--- src/rtl/dcs_pkg.sv ---
`default_nettype none
// ----------------------------------------------------------------------------
// dcs_pkg: shared constants and functions of the distinct-count sketch
// Port widths, parameter defaults and the elaboration-time root constants
// that the estimate pipeline uses.
// ----------------------------------------------------------------------------
package dcs_pkg;

	localparam int PARTITION_BITS_DEF = 8;
	localparam int HASH_WIDTH_DEF     = 64;

	localparam int HASH_W     = 64;
	localparam int RANK_SUM_W = 14;
	localparam int EST_W      = 64;

	// Depth of the queue between the classifier and the bucket update.
	localparam int QUEUE_DEPTH = 4;

	// Q1.30 fixed point for the fractional power of two.
	localparam int Q30_W = 31;
	localparam logic [Q30_W-1:0] ONE_Q30 = Q30_W'(1) << 30;
	// 2^(f/N) in Q2.16 after rounding, up to and including 2.0.
	localparam int FRAC_W = 18;

	// 1/0.77351 in Q1.32, rounded to nearest.
	localparam logic [63:0] INV_PHI_FULL =
		(64'd100000 * 64'd4294967296 + 64'd38675) / 64'd77351;
	localparam int INV_PHI_W = 33;
	localparam logic [INV_PHI_W-1:0] INV_PHI_Q32 = INV_PHI_FULL[INV_PHI_W-1:0];

	// The estimate is taken from a Q48 product.
	localparam int PROD_FRAC = 48;

	// Integer square root, evaluated at elaboration only.
	function automatic logic [63:0] isqrt64(input logic [63:0] x_in);
		logic [63:0] x;
		logic [63:0] r;
		logic [63:0] b;
		x = x_in;
		r = '0;
		b = 64'd1 << 62;
		for (int i = 0; i < 32; i++) begin
			if (b > x) begin
				b = b >> 2;
			end
		end
		for (int i = 0; i < 32; i++) begin
			if (b != 64'd0) begin
				if (x >= r + b) begin
					x = x - (r + b);
					r = (r >> 1) + b;
				end else begin
					r = r >> 1;
				end
				b = b >> 2;
			end
		end
		return r;
	endfunction

	// Approximation of 2^(2^-k) in Q1.30, by repeated square roots.
	function automatic logic [Q30_W-1:0] root_q30(input int k);
		logic [63:0] c;
		c = isqrt64(64'd1 << 61);
		for (int j = 1; j < k; j++) begin
			c = isqrt64(c << 30);
		end
		return c[Q30_W-1:0];
	endfunction

endpackage
`default_nettype wire

--- src/rtl/dcs_front.sv ---
`default_nettype none
// ----------------------------------------------------------------------------
// dcs_front: input classifier and queue
// Splits each hash into a bucket index and a rank and queues the pair for
// the bucket update.
// ----------------------------------------------------------------------------
module dcs_front
	import dcs_pkg::*;
#(
	parameter int PARTITION_BITS = PARTITION_BITS_DEF,
	parameter int HASH_WIDTH     = HASH_WIDTH_DEF
) (
	input  wire logic                      clk,
	input  wire logic                      arst_n,
	input  wire logic                      in_valid,
	output      logic                      in_ready,
	input  wire logic [HASH_W-1:0]         hash,
	input  wire logic                      hold,
	input  wire logic                      pop,
	output      logic                      q_valid,
	output      logic [PARTITION_BITS-1:0] q_idx,
	output      logic [$clog2(HASH_WIDTH-PARTITION_BITS+1)-1:0] q_rank
);

	localparam int XW     = HASH_WIDTH - PARTITION_BITS;
	localparam int RKW    = $clog2(XW + 1);
	localparam int PTR_W  = $clog2(QUEUE_DEPTH);
	localparam int CNT_W  = $clog2(QUEUE_DEPTH + 1);

	logic [XW-1:0]             x;
	logic [RKW-1:0]            rank;
	logic                      push;
	logic [PARTITION_BITS-1:0] idx_q  [0:QUEUE_DEPTH-1];
	logic [RKW-1:0]            rank_q [0:QUEUE_DEPTH-1];
	logic [PTR_W-1:0]          wr_ptr_q;
	logic [PTR_W-1:0]          rd_ptr_q;
	logic [CNT_W-1:0]          cnt_q;

	// The rank is the position of the lowest set bit above the bucket index,
	// or the full width when all those bits are zero.
	always_comb begin
		x    = hash[HASH_WIDTH-1:PARTITION_BITS];
		rank = RKW'(XW);
		for (int i = XW - 1; i >= 0; i--) begin
			if (x[i]) begin
				rank = RKW'(i);
			end
		end
	end

	assign in_ready = !hold && (cnt_q != CNT_W'(QUEUE_DEPTH));
	assign push     = in_valid && in_ready;
	assign q_valid  = (cnt_q != '0);
	assign q_idx    = idx_q[rd_ptr_q];
	assign q_rank   = rank_q[rd_ptr_q];

	always_ff @(posedge clk) begin
		if (push) begin
			idx_q[wr_ptr_q]  <= hash[PARTITION_BITS-1:0];
			rank_q[wr_ptr_q] <= rank;
		end
	end

	always_ff @(posedge clk or negedge arst_n) begin
		if (!arst_n) begin
			wr_ptr_q <= '0;
			rd_ptr_q <= '0;
			cnt_q    <= '0;
		end else begin
			if (push) begin
				wr_ptr_q <= wr_ptr_q + PTR_W'(1);
			end
			if (pop) begin
				rd_ptr_q <= rd_ptr_q + PTR_W'(1);
			end
			if (push && !pop) begin
				cnt_q <= cnt_q + CNT_W'(1);
			end else if (pop && !push) begin
				cnt_q <= cnt_q - CNT_W'(1);
			end
		end
	end

endmodule
`default_nettype wire

--- config.mk ---
export PLATFORM = sky130hd
export DESIGN_NAME = dcs_front
export DESIGN_NICKNAME = d
export VERILOG_FILES = /design/src/rtl/dcs_pkg.sv /design/src/rtl/dcs_front.sv
export SDC_FILE = /design/constraint.sdc
export NUM_CORES = 1
export LEC_CHECK = 0
export ABC_AREA = 0
export ABC_CLOCK_PERIOD_IN_PS = 2130
export BUFFER_PORTS_ARGS = -buffer_cell sky130_fd_sc_hd__clkbuf_2
export CORE_ASPECT_RATIO = 1.1
export CORE_MARGIN = 2
export CORE_UTILIZATION = 50
export CTS_CLUSTER_DIAMETER = 30
export DETAILED_ROUTE_END_ITERATION = 16
export PLACE_DENSITY = 0.77
export SETUP_SLACK_MARGIN = 0.02
export SYNTH_ARGS = -nofsm -noshare
export SYNTH_HDL_FRONTEND = slang
export SYNTH_SLANG_ARGS = --single-unit
--- constraint.sdc ---
create_clock -name clk -period 2.13 [get_ports clk]
set_input_delay 0.3195 -clock clk [delete_from_list [all_inputs] [get_ports clk]]
set_output_delay 0.3195 -clock clk [all_outputs]
set_load 0.02 [all_outputs]
==> reports/metrics.cfg <==
[outcome]
status=finished, final reports clean

[synth]
synthAdderAreaFrac_pct=2.66
synth_top_family_by_area=simple AND/OR/NAND/NOR gates
netlist.top_cell.by_area=edfxtp_1
synth.mux.area_fraction_pct=10.5
synth.top_cell.area_share_pct=54.1
synthDistinctLibCells=46
synth_edf_count=56
synthCells=225
synth_flop_cell=edfxtp_1
synth-compound-area-share_pct=8.90
avgSynthCellArea_um2=13.8
synthXorXnorAreaFrac_pct=1.69
ys_seq_area_share_pct=59.8
yosys_register_bits=63
yosysWarnings=0
synth-simple-area-share_pct=14.8
synthTopCellsByArea=edfxtp_1, mux4_2, dfrtp_1
synth_nets=300
syn-cell-area_um2=3110
synthArstFlopShare_pct=11.1

[die]
core_area_um2=6080
initial_utilization_pct=51.1
std_cell_rows=30
die_area_um2=6860
ioPinCount=85
fp.dieH_um=86.7
chipWidth_um=79.2

[sta]
finalCriticalPeriod_ns=1.99
finalSetupViolCount=0
finalMaxSlewViolations=0
hold_viol=0
worst_pin_slew_ns=0.537
clock-skew-final_ns=0.00801
rsz0062_at_grt=no
setup_slack_ns=0.142
period_share_pct=93.3
fmax_ghz=0.503
relSlewSlack_pct=63.9
finalSetupTns_ns=0

[placed_design]
port_buffers=84
dp_hpwl_um=4970
pre_cts_ws_ns=0.135
routabilityCongestion=0.817

[finish]
final_cell_mix=clkbuf_2, edfxtp_1, nor2_1
syn_to_final_growth_pct=26.9
final_common_cell=clkbuf_2
fill_cells=474
drive_gt1_share_pct=39.2
num_antenna_cells=0
final-seq-area_um2=1860
multiInputGateArea_um2=1200
nNetsFinal=407

[power]
p_leak_uw=0.00157
p_sw_share_pct=30.7
power.switching_uw=1240
p_int_uw=2800
comb_power_share_pct=33.1
ir_worst_vdd_uv=433
pwr-share-seq_pct=40.8
power_density_nw_per_um2=1020
power_frac_clock_pct=26.1

[grt]
grt_max_degree=15
use_met1_pct=23.0
grt_pass1_wl_um=10300
grt_pass1_vias=2288
grt-busiest-layer=met2
grt_util_all_layers_pct=20.0
antenna_found_initial=0
use_met3_pct=4.06
overflow=0
use_met2_pct=35.9

[worst_setup_path]
cp.arrival_ns=1.67
crit_path_end_kind=primary output
worstSetupPathType=reg -> out
cp_cell_sequence=buf_4 > mux4_2 > clkbuf_2
worstPathMaxFanout=9
slowest_delay_ns=0.60
critPathRequiredTime_ns=1.81
start_kind=flop
slowest_stage=dfrtp_1

[clocking]
clockBufferDepth=2
clk_pin_slew_ns=0.07
numCtsBuffers=9
cts_tree=done
cts.sink_count=63
cts_root_buffer=clkbuf_8
clk_latency_ns=0.32
htreeDepth=3

[detailed_routing]
via_count=2297
post_drt_via_cell_ratio=5.51
ant_nets=0
drt_iter0_drc=83
routed_wl_um=6340
drc_errors=0
wl_per_cell_um=15.2
dr.pass1.iters=4

[flow_run]
drv_cap=0

[worst_hold_path]
hold_class=in -> reg

-- cell type report --
| class | instances | area share, % |
|---|---|---|
| clock inverter | 5 | 1.87 |
| tap | 80 | 2.54 |
| clock buffer | 11 | 3.33 |
| sequential | 63 | 47.1 |
| inverter | 10 | 0.952 |
| multi-input combinational | 149 | 30.6 |
| timing repair buffer | 99 | 13.6 |
-- final timing paths --
check,cells past startpoint,slack [ns],end,startpoint
worst max-delay path,3,0.14,q_idx[5],rd_ptr_q[1]
worst min-delay path,1,0.21,idx_q[0][6],hash[6]
worst max register to register,9,0.20,cnt_q[2],cnt_q[0]
worst min register to register,1,0.52,cnt_q[0],cnt_q[0]
max in group asynchronous,2,1.58,cnt_q[0],arst_n
min in group asynchronous,2,0.37,cnt_q[0],arst_n
-- metrics by stage --
stage	cells	util, %	hold WS, ns	instance area, µm²	total power, µW
5_1_grt	417	64.8	0.205	3940	4250
6_report	417	64.8	0.215	3940	4040
3_5_place_dp	399	61.1	0.167	3710	3000
2_1_floorplan	225	-	0.0239	3110	2510
3_3_place_gp	399	61.1	0.165	3710	2950
4_1_cts	416	64.6	0.199	3930	4070
-- per-layer routing --
layer / routed length (µm) / share of wire [%]
met5: 0 / 0
met4: 158 / 2.5
met3: 331 / 5.2
met2: 3270 / 51
met1: 2590 / 41
-- power by group through the flow --
| stage | Clock, µW | Combinational [µW] | Sequential [µW] |
|---|---|---|---|
| floorplan | 0 | 887 | 1630 |
| global placement | 0 | 1290 | 1660 |
| detailed placement | 0 | 1320 | 1680 |
| CTS | 1080 | 1340 | 1650 |
| global route | 1130 | 1460 | 1670 |
| finish | 1050 | 1340 | 1650 |
-- worst max-delay path: cells and delay by family (launching register included) --
kind | cells | cell delay [ns]
multiplexers | 1 | 0.32
buffers and inverters | 2 | 0.43
flip-flops | 1 | 0.60
-- registers in the layout, summed over array words and instances (netlist names) --
signal and cells:
idx_q 32, rank_q 24, cnt_q 3, rd_ptr_q 2, wr_ptr_q 2
-- cell usage after synthesis (2+ instances only) --
cell type and instances:
dfrtp_1 7, nand3_1 3, nand2_1 6, or3_1 2, nor2_1 24, nor3_1 8
o21bai_1 2, o21ai_1 3, inv_1 10, mux4_2 14, nor2b_1 4, o211ai_1 3
and3_1 5, a211oi_1 4, buf_2 2, o21a_1 2, or4_1 5, edfxtp_1 56
a31oi_1 3, xnor2_1 3, ha_1 5, a21oi_1 9, o21ai_0 6, o31ai_1 3
nand2b_1 3, xor2_1 3, nor4_1 11
-- kinds of logic (layout without fill, tap and decap cells) --
group / after synthesis / count (layout)
multiplexers: 15 / 15
XOR/XNOR: 6 / 6
AO/OA/AOI/OAI: 42 / 42
AND/OR/NAND/NOR: 80 / 80
adder cells (fa/ha/maj): 6 / 6
flip-flops: 63 / 63
buffers and inverters: 13 / 125
-- what timing repair did --
action,in CTS,in global routing
buffers inserted,0,1
hold endpoints to repair,7,0
resized for setup,0,2
hold buffers,1,0
setup endpoints to repair,0,1
Power figures use the tool's default switching activity.
